**src/rsc_pkg.sv**
```systemverilog
`timescale 1ns / 1ps
// ----------------------------------------------------------------------------
// Rotary sine/cosine generator package
// Shared constants, cell coefficient functions and code types.
// ----------------------------------------------------------------------------
package rsc_pkg;

	localparam int F_BITS      = 28;
	localparam int K_BITS      = 11;
	localparam int E_BITS      = F_BITS + K_BITS;
	localparam int EXP_CELLS   = 28;
	localparam int SIN_CELLS   = 4;
	localparam int COS_CELLS   = 5;

	localparam logic [32:0] ONE_Q32    = 33'h1_0000_0000;
	localparam logic [31:0] HALF_Q32   = 32'h8000_0000;
	localparam logic [31:0] INV2PI_HI  = 32'h28BE_60DB;
	localparam logic [31:0] INV2PI_LO  = 32'h9391_054A;
	localparam logic [34:0] TWO_PI_Q32 = 35'h6_487E_D511;

	typedef enum logic [1:0] {
		CFG_ROTARY_DIM = 2'd0,
		CFG_LOG2_STEP  = 2'd1
	} cfg_idx_t;

	typedef enum logic [1:0] {
		QUAD_0 = 2'd0,
		QUAD_1 = 2'd1,
		QUAD_2 = 2'd2,
		QUAD_3 = 2'd3
	} quad_t;

	// Bitwise floor square root, evaluated at elaboration only.
	function automatic logic [63:0] floor_sqrt(input logic [63:0] v);
		logic [63:0] r;
		logic [63:0] b;
		logic [63:0] rem;
		r   = '0;
		rem = v;
		b   = 64'h4000_0000_0000_0000;
		for (int i = 0; i < 32; i++) begin
			if (rem >= r + b) begin
				rem = rem - (r + b);
				r   = (r >> 1) + b;
			end else begin
				r = r >> 1;
			end
			b = b >> 2;
		end
		return r;
	endfunction

	// Q32 value of 2^-(2^-j); each entry is the square root of the one before.
	function automatic logic [31:0] exp_coef(input int j);
		logic [63:0] c;
		c = floor_sqrt(64'h8000_0000_0000_0000);
		for (int i = 1; i < j; i++) begin
			c = floor_sqrt({c[31:0], 32'd0});
		end
		return c[31:0];
	endfunction

	function automatic int sin_div(input int i);
		int d;
		d = 6;
		case (i)
			0:       d = 72;
			1:       d = 42;
			2:       d = 20;
			default: d = 6;
		endcase
		return d;
	endfunction

	function automatic int cos_div(input int i);
		int d;
		d = 2;
		case (i)
			0:       d = 90;
			1:       d = 56;
			2:       d = 30;
			3:       d = 12;
			default: d = 2;
		endcase
		return d;
	endfunction

endpackage

```
**src/rsc_exp_cell.sv**
```systemverilog
`timescale 1ns / 1ps
// ----------------------------------------------------------------------------
// Exponent cell
// One bit of the fractional exponent: multiplies the running 2^-f value by
// its fixed root-of-two coefficient when that bit is set.
// ----------------------------------------------------------------------------
module rsc_exp_cell #(
	parameter int J      = 1,
	parameter int SIDE_W = 1
) (
	input  logic              clk,
	input  logic [32:0]       m_in,
	input  logic [27:0]       f_in,
	input  logic [SIDE_W-1:0] side_in,
	output logic [32:0]       m_out,
	output logic [27:0]       f_out,
	output logic [SIDE_W-1:0] side_out
);
	import rsc_pkg::*;

	localparam logic [31:0] COEF = exp_coef(J);

	logic [64:0]       prod;
	logic [32:0]       m_s1;
	logic [27:0]       f_s1;
	logic [SIDE_W-1:0] side_s1;

	assign prod = m_in * COEF + 65'(HALF_Q32);

	always_ff @(posedge clk) begin
		m_s1    <= f_in[F_BITS-J] ? prod[64:32] : m_in;
		f_s1    <= f_in;
		side_s1 <= side_in;
	end

	assign m_out    = m_s1;
	assign f_out    = f_s1;
	assign side_out = side_s1;

endmodule

```
**config.mk**
```make
export PLATFORM = sky130hd
export DESIGN_NAME = rsc_exp_cell
export DESIGN_NICKNAME = d
export VERILOG_FILES = /design/src/rsc_pkg.sv /design/src/rsc_exp_cell.sv
export SDC_FILE = /design/constraint.sdc
export NUM_CORES = 1
export LEC_CHECK = 0
export BUFFER_PORTS_ARGS = -buffer_cell sky130_fd_sc_hd__buf_2
export CAP_MARGIN = 20
export CORE_ASPECT_RATIO = 1.2
export CORE_UTILIZATION = 60
export CTS_CLUSTER_SIZE = 16
export DETAILED_ROUTE_END_ITERATION = 8
export PLACE_DENSITY = 0.79
export SLEW_MARGIN = 15
export SYNTH_ARGS = -nofsm -noshare
export SYNTH_HDL_FRONTEND = slang
export SYNTH_SLANG_ARGS = --single-unit
```
**constraint.sdc**
```tcl
create_clock -name clk -period 9 [get_ports clk]
set_input_delay 1.8 -clock clk [delete_from_list [all_inputs] [get_ports clk]]
set_output_delay 1.8 -clock clk [all_outputs]
set_load 0.03 [all_outputs]
```
==> results.sh <==
export IMPL_netlist_top_cells_area="fa_1, ha_1, inv_1"
export IMPL_pin_count=125
export IMPL_wirelength_mm=56.65
export IMPL_dp_cells=2481
export IMPL_cts_buffers=9
export IMPL_grt_usage_pct=36.02
export IMPL_instances_no_fill=2496
export IMPL_die_area_um2=33570
export IMPL_cp_end_kind="flop"
export IMPL_cts_setup_buffers=0
export IMPL_synth_area_um2=19700
export IMPL_slew_violations=0
export IMPL_ctsResizeCount=0
export IMPL_cp_slowest_cell="fa_1"
export IMPL_avgViaCountPerCell=5.820
export IMPL_fmax_mhz=119.0
export IMPL_syn_area_per_cell_um2=10.15
export IMPL_gr_total_overflow=0
export IMPL_nNetsFinal=2960
export IMPL_fin_crit_sh_pct=93.36
export IMPL_cts_root_buf="clkbuf_16"
export IMPL_io_buffers=124
export IMPL_antenna_found_initial=2
export IMPL_tns_ns=0
export IMPL_synth_cells=1942
export IMPL_synth_area_leader_cell="fa_1"
export IMPL_ant_nets=0
export IMPL_clk_pin_slew_ns=0.06
export IMPL_grt_pass1_vias=16520
export IMPL_synth_nets=2817
export IMPL_cts_tree="built"
export IMPL_post_route_min_period_ns=8.402
export IMPL_synthTopCellsByCount="inv_1, ha_1, fa_1"
export IMPL_timing_slew_headroom_pct=37.63
export IMPL_status="completed"
export IMPL_synth_distinct_cells=70
export IMPL_die_w_um=167.4
export IMPL_arrival_ns=8.62
export IMPL_drt_pass1_iter_count=5
export IMPL_vias=14530
export IMPL_ys_flop_type="dfxtp_1"
export IMPL_first_iter_violations=872
export IMPL_crit_fanout=10
export IMPL_placed_cell_area_um2=20990
export IMPL_design_area_um2=21270
export IMPL_cp_depth=25
export IMPL_hold_viol_final=0
export IMPL_critPathRequiredTime_ns=9.22
export IMPL_hpwl_mm=50.41
export IMPL_clock_path_buffers=2
export IMPL_synth_top_area_share_pct=37.80
export IMPL_antennaDiodeCount=0
export IMPL_ys_seq_elements=62
export IMPL_critPathLaunchType="input pin"
export IMPL_cp_common_cell="fa_1"
export IMPL_cts_max_level=3
export IMPL_cts_sinks=62
export IMPL_worst_slew_pin_slew_ns=0.9356
export IMPL_core_um2=32250
export IMPL_critical_path_buf_inv_count=7
export IMPL_ctsHoldBuffers=0
export IMPL_die_y_um=200.5
export IMPL_yosysWarnings=0
export IMPL_fillers=2606
export IMPL_drive_gt1_share_pct=10.05
export IMPL_whs_path_depth=1
export IMPL_maxCapViolCount=0
export IMPL_setup_worst_path_class="in -> reg"
export IMPL_drc=0
export IMPL_syn_to_final_growth_pct=7.938
export IMPL_initial_utilization_pct=61.09
export IMPL_rsz0062_at_grt="no"
export IMPL_gp_congestion=0.9960
export IMPL_synth_edff_count=0
export IMPL_async_flop_share_pct=0
export IMPL_setup_viol=0
export IMPL_synth_most_common_cell="inv_1"
export IMPL_wire_per_inst_um=22.70
export IMPL_rows=72
export IMPL_grt_pass1_wl_mm=90.05
export IMPL_ys_seq_area_share_pct=6.300
export IMPL_grt_max_degree=44
export IMPL_crit_family="adder cells"
export IMPL_min_path_type="in -> reg"
export IMPL_critPathMaxStageDelay_ns=0.55
## logic make-up after synthesis
group	after synthesis	share of synthesized area, %
adders and majority gates	812	65.74
buffers and inverters	531	10.14
AOI/OAI and AO/OA	222	7.672
and+or+nand+nor	217	5.538
xor gates and xnor gates	76	3.378
DFF	62	6.300
muxes	22	1.232
## through the flow
stage | hold WS (ns) | setup WS, ns | util (%)
floorplan | 1.828 | 0.9286 | -
global placement | 1.902 | 0.3635 | 65.07
detailed placement | 1.904 | 0.3172 | 65.07
CTS | 1.555 | 0.6488 | 65.94
global route | 1.557 | 0.2974 | 65.94
finish | 1.567 | 0.5977 | 65.94
## per-layer routing
| metal | vias to the layer above | wire, um | track usage [%] | share of wire [%] |
|---|---|---|---|---|
| met3 | 260 | 3402 | 5.363 | 6.0 |
| met2 | 630 | 28450 | 63.44 | 50 |
| met1 | 7171 | 18980 | 37.83 | 34 |
| met4 | 2 | 5798 | 30.21 | 10 |
| met5 | - | 10 | 0 | 0.018 |
| li1 | 6464 | - | - | - |
## layout by cell type, fill, tap and decap left out, types with 6 or more instances in the layout
master,synthesis,layout
and2_1,18,18
inv_1,504,504
clkbuf_16,0,9
o21ai_0,34,34
o211ai_1,8,8
nand2b_1,7,7
nand3_1,10,10
mux2_2,18,18
xor2_1,47,47
fa_1,372,372
nor3_1,16,16
xnor2_1,29,29
buf_4,1,34
a21oi_1,68,68
buf_2,1,124
ha_1,440,440
o21a_1,8,8
nand2_1,85,85
nor2_1,34,34
nand4_1,15,15
o21ai_1,10,10
a21o_1,40,40
o21bai_1,6,6
dfxtp_1,62,62
a31oi_1,6,6
## registers in the layout (all words and copies together) (netlist names)
name / cells
m_out: 33
f_out: 28
side_out: 1
## final cells by class
class	count	area (um^2)	share of cell area, %
Timing Repair Buffer	158	875.8	4.118
Sequential cell	62	1241	5.836
Clock inverter	4	48.80	0.2295
Multi-Input combinational cell	1349	16460	77.41
Clock buffer	11	232.7	1.094
Tap cell	407	509.2	2.395
Inverter	505	1896	8.913
## path summary, 6_finish.rpt
check / from / endpoint / slack (ns)
min: f_in[11] / f_out[11] / 1.57
max: m_in[23] / m_out[29] / 0.60
Power is not shown: default switching activity piles up to over one toggle a cycle in this logic, so the estimate is an artifact.
