### src/rsc_pkg.sv
`timescale 1ns / 1ps
// ----------------------------------------------------------------------------
// Rotary sine/cosine generator package
// Shared constants, cell coefficient functions and code types.
// ----------------------------------------------------------------------------
package rsc_pkg;

	localparam int F_BITS      = 28;
	localparam int K_BITS      = 11;
	localparam int E_BITS      = F_BITS + K_BITS;
	localparam int EXP_CELLS   = 28;
	localparam int SIN_CELLS   = 4;
	localparam int COS_CELLS   = 5;

	localparam logic [32:0] ONE_Q32    = 33'h1_0000_0000;
	localparam logic [31:0] HALF_Q32   = 32'h8000_0000;
	localparam logic [31:0] INV2PI_HI  = 32'h28BE_60DB;
	localparam logic [31:0] INV2PI_LO  = 32'h9391_054A;
	localparam logic [34:0] TWO_PI_Q32 = 35'h6_487E_D511;

	typedef enum logic [1:0] {
		CFG_ROTARY_DIM = 2'd0,
		CFG_LOG2_STEP  = 2'd1
	} cfg_idx_t;

	typedef enum logic [1:0] {
		QUAD_0 = 2'd0,
		QUAD_1 = 2'd1,
		QUAD_2 = 2'd2,
		QUAD_3 = 2'd3
	} quad_t;

	// Bitwise floor square root, evaluated at elaboration only.
	function automatic logic [63:0] floor_sqrt(input logic [63:0] v);
		logic [63:0] r;
		logic [63:0] b;
		logic [63:0] rem;
		r   = '0;
		rem = v;
		b   = 64'h4000_0000_0000_0000;
		for (int i = 0; i < 32; i++) begin
			if (rem >= r + b) begin
				rem = rem - (r + b);
				r   = (r >> 1) + b;
			end else begin
				r = r >> 1;
			end
			b = b >> 2;
		end
		return r;
	endfunction

	// Q32 value of 2^-(2^-j); each entry is the square root of the one before.
	function automatic logic [31:0] exp_coef(input int j);
		logic [63:0] c;
		c = floor_sqrt(64'h8000_0000_0000_0000);
		for (int i = 1; i < j; i++) begin
			c = floor_sqrt({c[31:0], 32'd0});
		end
		return c[31:0];
	endfunction

	function automatic int sin_div(input int i);
		int d;
		d = 6;
		case (i)
			0:       d = 72;
			1:       d = 42;
			2:       d = 20;
			default: d = 6;
		endcase
		return d;
	endfunction

	function automatic int cos_div(input int i);
		int d;
		d = 2;
		case (i)
			0:       d = 90;
			1:       d = 56;
			2:       d = 30;
			3:       d = 12;
			default: d = 2;
		endcase
		return d;
	endfunction

endpackage

### src/rsc_horner_cell.sv
`timescale 1ns / 1ps
// ----------------------------------------------------------------------------
// Horner cell
// One Taylor step t' = 1 - (s2 * t) / D in unsigned Q32, over two stages:
// the product, then the division by D as a reciprocal multiply.
// ----------------------------------------------------------------------------
module rsc_horner_cell #(
	parameter int D      = 2,
	parameter int SIDE_W = 1
) (
	input  logic              clk,
	input  logic [31:0]       s2_in,
	input  logic [32:0]       t_in,
	input  logic [SIDE_W-1:0] side_in,
	output logic [31:0]       s2_out,
	output logic [32:0]       t_out,
	output logic [SIDE_W-1:0] side_out
);
	import rsc_pkg::*;

	localparam int          SH    = 32 + $clog2(D);
	localparam logic [33:0] RECIP = 34'(((64'd1 << SH) / D) + 64'd1);

	logic [64:0]       prod;
	logic [31:0]       p_s1;
	logic [31:0]       s2_s1;
	logic [SIDE_W-1:0] side_s1;
	logic [65:0]       qp_s2;
	logic [31:0]       s2_s2;
	logic [SIDE_W-1:0] side_s2;

	assign prod = s2_in * t_in;

	always_ff @(posedge clk) begin
		p_s1    <= prod[63:32];
		s2_s1   <= s2_in;
		side_s1 <= side_in;
		qp_s2   <= p_s1 * RECIP;
		s2_s2   <= s2_s1;
		side_s2 <= side_s1;
	end

	assign t_out    = ONE_Q32 - 33'(qp_s2 >> SH);
	assign s2_out   = s2_s2;
	assign side_out = side_s2;

endmodule

### config.mk
export PLATFORM = sky130hd
export DESIGN_NAME = rsc_horner_cell
export DESIGN_NICKNAME = d
export VERILOG_FILES = /design/src/rsc_pkg.sv /design/src/rsc_horner_cell.sv
export SDC_FILE = /design/constraint.sdc
export NUM_CORES = 2
export LEC_CHECK = 0
export ABC_CLOCK_PERIOD_IN_PS = 9600
export CORE_MARGIN = 2
export CORE_UTILIZATION = 30
export DETAILED_ROUTE_END_ITERATION = 10
export DONT_BUFFER_PORTS = 1
export RECOVER_POWER = 50
export SLEW_MARGIN = 20
export SYNTH_ARGS = -nofsm -noshare
export SYNTH_HDL_FRONTEND = slang
export SYNTH_SLANG_ARGS = --single-unit
### constraint.sdc
create_clock -name clk -period 9.6 [get_ports clk]
set_input_delay 0.48 -clock clk [delete_from_list [all_inputs] [get_ports clk]]
set_output_delay 0.48 -clock clk [all_outputs]
set_load 0.01 [all_outputs]
==> flow_metrics.tcl <==
set metrics [dict create \
    outcome "complete, no violations" \
    grt_pass1_vias 27763 \
    cts.clk_slew.worst_paths_ns 0.08 \
    dp.cells 5265 \
    clk_path_buf_depth 2 \
    cts-root-buf "clkbuf_16" \
    layout_common_cells "inv_1, fa_1, nand2_1" \
    r2r_start "s2_s1[24]$_DFF_P_" \
    finalClockSkew_ns 0.01558 \
    synthAdderAreaFrac_pct 60.27 \
    synth_compound_area_share_pct 2.738 \
    yosys.area_share.simple_pct 16.51 \
    async_flop_share_pct 0 \
    min_to "s2_out[19]$_DFF_P_" \
    rsz0062_at_grt "no" \
    dr.pass1.iters 5 \
    r2r_setup_slack_ns 9.13 \
    nFillCells 12456 \
    clk-insertion-delay-late_ns 0.52 \
    final_common_cell "inv_1" \
    io_buffers 0 \
    overflow 0 \
    tightest_slew_ns 0.8469 \
    dieArea_sq_um 122800 \
    drv_cap 0 \
    cts_hold_buf 33 \
    clock_sinks 128 \
    synthXorXnorAreaFrac_pct 1.557 \
    min_from "s2_s1[19]$_DFF_P_" \
    vias 24579 \
    syn_to_final_growth_pct 6.154 \
    synth_area_sq_um 36010 \
    die_w_microns 350.4 \
    post-dp-hpwl_microns 76690 \
    num_rows 127 \
    drt_iter0_drc 1367 \
    htree_num_levels 4 \
    yosysUniqueCellTypes 56 \
    crit_type "input port to flop" \
    ctsResizeCount 0 \
    setup_tns_ns 0 \
    vias_per_cell 4.611 \
    core_region_area_sq_um 119500 \
    grt_max_degree 35 \
    layout-drive-gt1-share_pct 1.183 \
    hold_path_class "flop to flop" \
    min_period_ns 7.877 \
    timing.rr.end "s2_out[24]$_DFF_P_" \
    cts_buffers 17 \
    slew_violations 0 \
    io_pins 133 \
    ant_nets 0 \
    avgSynthCellArea_sq_um 9.352 \
    synth_flop_cell "dfxtp_1" \
    routed_wirelength_microns 99470 \
    gp_congestion 0.8384 \
    cts_tree "yes" \
    synth_seq_cells 128 \
    cp-end-kind "flop" \
    drc 0 \
    grt_antenna_before_repair 4 \
    ff_latch_area_sq_um 2562 \
    wl_per_cell_microns 18.66 \
    yosysWarnings 0 \
    start_util_pct 30.13 \
    grt_pass1_wl_microns 159500 \
    synth_mux_area_share_pct 0 \
    max_freq_ghz 0.1269 \
    layout.cells.non_filler 5331 \
    ff2ff_path_depth 0 \
    synthCells 3850 \
    synth_edf_count 0 \
    required_ns 10.04 \
    cts_setup_buffers 0 \
    path_max_fanout 32 \
    multi_input_area_sq_um 29190 \
    slew-limit-headroom_pct 43.20 \
    hold_violations 0 \
    min_path_cells 0 \
    synth_top_family_by_area "adder cells" \
    grt_usage_pct 17.13 \
    fin_util_pct 31.99 \
    crit_arrival_ns 8.32 \
    syn_nets 5097 \
    dieHeight_microns 350.4 \
    setup_viol 0 \
    finalCritPeriodShare_pct 82.05 \
    worstSetupStartpointType "input port" \
    nets 4952 \
    yosysSeqAreaShare_pct 7.117 \
]
final cells by class:
cell class | count | share of cell area (%)
multi-input cells | 2591 | 76.37
inverters | 933 | 9.163
flip-flops and latches | 128 | 6.704
well taps | 1612 | 5.277
clock buffers | 17 | 1.113
repair buffers | 34 | 0.8839
clock inverters | 15 | 0.4779
diodes | 1 | 0.006547
synthesized netlist by cell type (2+ instances only):
library cell	instances	area share, %
inv_1	933	9.7
fa_1	924	51
nand2_1	595	6.2
and2_1	497	8.6
ha_1	256	8.9
clkbuf_1	196	2.0
dfxtp_1	128	7.1
a21oi_1	49	0.68
xnor2_1	40	0.97
nor2_1	28	0.29
a21o_1	24	0.50
xor2_1	24	0.58
nor3_1	22	0.31
o21ai_0	21	0.29
nand3_1	13	0.18
a31oi_1	8	0.14
o21a_1	8	0.17
nand4_1	7	0.12
or3_1	7	0.12
nand2b_1	5	0.087
nor4_1	5	0.087
a211oi_1	4	0.083
o21bai_1	4	0.083
a221oi_1	3	0.073
nor2b_1	3	0.052
o211ai_1	3	0.063
o31ai_1	3	0.063
or2_2	3	0.052
a2111oi_0	2	0.049
a2111oi_4	2	0.15
a41oi_1	2	0.049
and3_1	2	0.035
buf_4	2	0.042
nor3b_1	2	0.042
o221ai_1	2	0.049
o31a_1	2	0.049
or4_1	2	0.042
worst max-delay path, stage by stage:
cell,delay [ns]
and2_1,0.18
fa_1,0.50
fa_1,0.59
inv_1,0.07
fa_1,0.45
fa_1,0.54
inv_1,0.05
fa_1,0.62
fa_1,0.46
fa_1,0.49
inv_1,0.05
fa_1,0.47
inv_1,0.04
ha_1,0.43
nand2_1,0.11
o31ai_1,0.42
a41oi_1,0.20
nor2_1,0.46
o211ai_1,0.35
a31oi_1,0.69
a31oi_1,0.25
o21bai_1,0.21
xor2_1,0.16
worst max path at each step:
stage | start | endpoint | slack (ns) | depth (start not counted)
floorplan | s2_in[2] | p_s1[24]$_DFF_P_ | 2.50 | 25
global placement | t_in[26] | p_s1[24]$_DFF_P_ | 1.38 | 23
detailed placement | t_in[26] | p_s1[24]$_DFF_P_ | 1.37 | 23
CTS | t_in[26] | p_s1[24]$_DFF_P_ | 1.91 | 23
global route | t_in[26] | p_s1[24]$_DFF_P_ | 1.49 | 23
finish | t_in[26] | p_s1[24]$_DFF_P_ | 1.72 | 23
layer usage:
layer	GRT usage [%]	routed length, microns
met4	6.604	3743
met2	30.94	52370
met1	20.26	38550
met5	0	0
met3	2.767	4814
cells by family (layout without fill, tap and decap cells):
| kind of cell | Yosys count | in the layout |
|---|---|---|
| AND/OR/NAND/NOR | 1200 | 1200 |
| other | 0 | 1 |
| XOR/XNOR | 64 | 64 |
| adder cells (fa/ha/maj) | 1180 | 1180 |
| flip-flops | 128 | 128 |
| buffers and inverters | 1131 | 999 |
| AO/OA/AOI/OAI | 147 | 147 |
metrics by stage:
step	setup WS, ns	hold slack, ns	area, sq um
2_1_floorplan	2.496	0.3096	36010
3_3_place_gp	1.385	0.3095	37280
3_5_place_dp	1.368	0.3121	37280
4_1_cts	1.908	0.3174	38220
5_1_grt	1.487	0.3278	38220
6_report	1.723	0.3172	38220
flip-flops by register name, indices dropped and copies added (netlist names):
name / count
side_s1: 1
qp_s2: 31
p_s1: 31
s2_out: 32
s2_s1: 32
side_out: 1
Power is left out: the tool's default activity adds up to more than one toggle a clock period on the data nets, which glitch-free logic cannot reach.
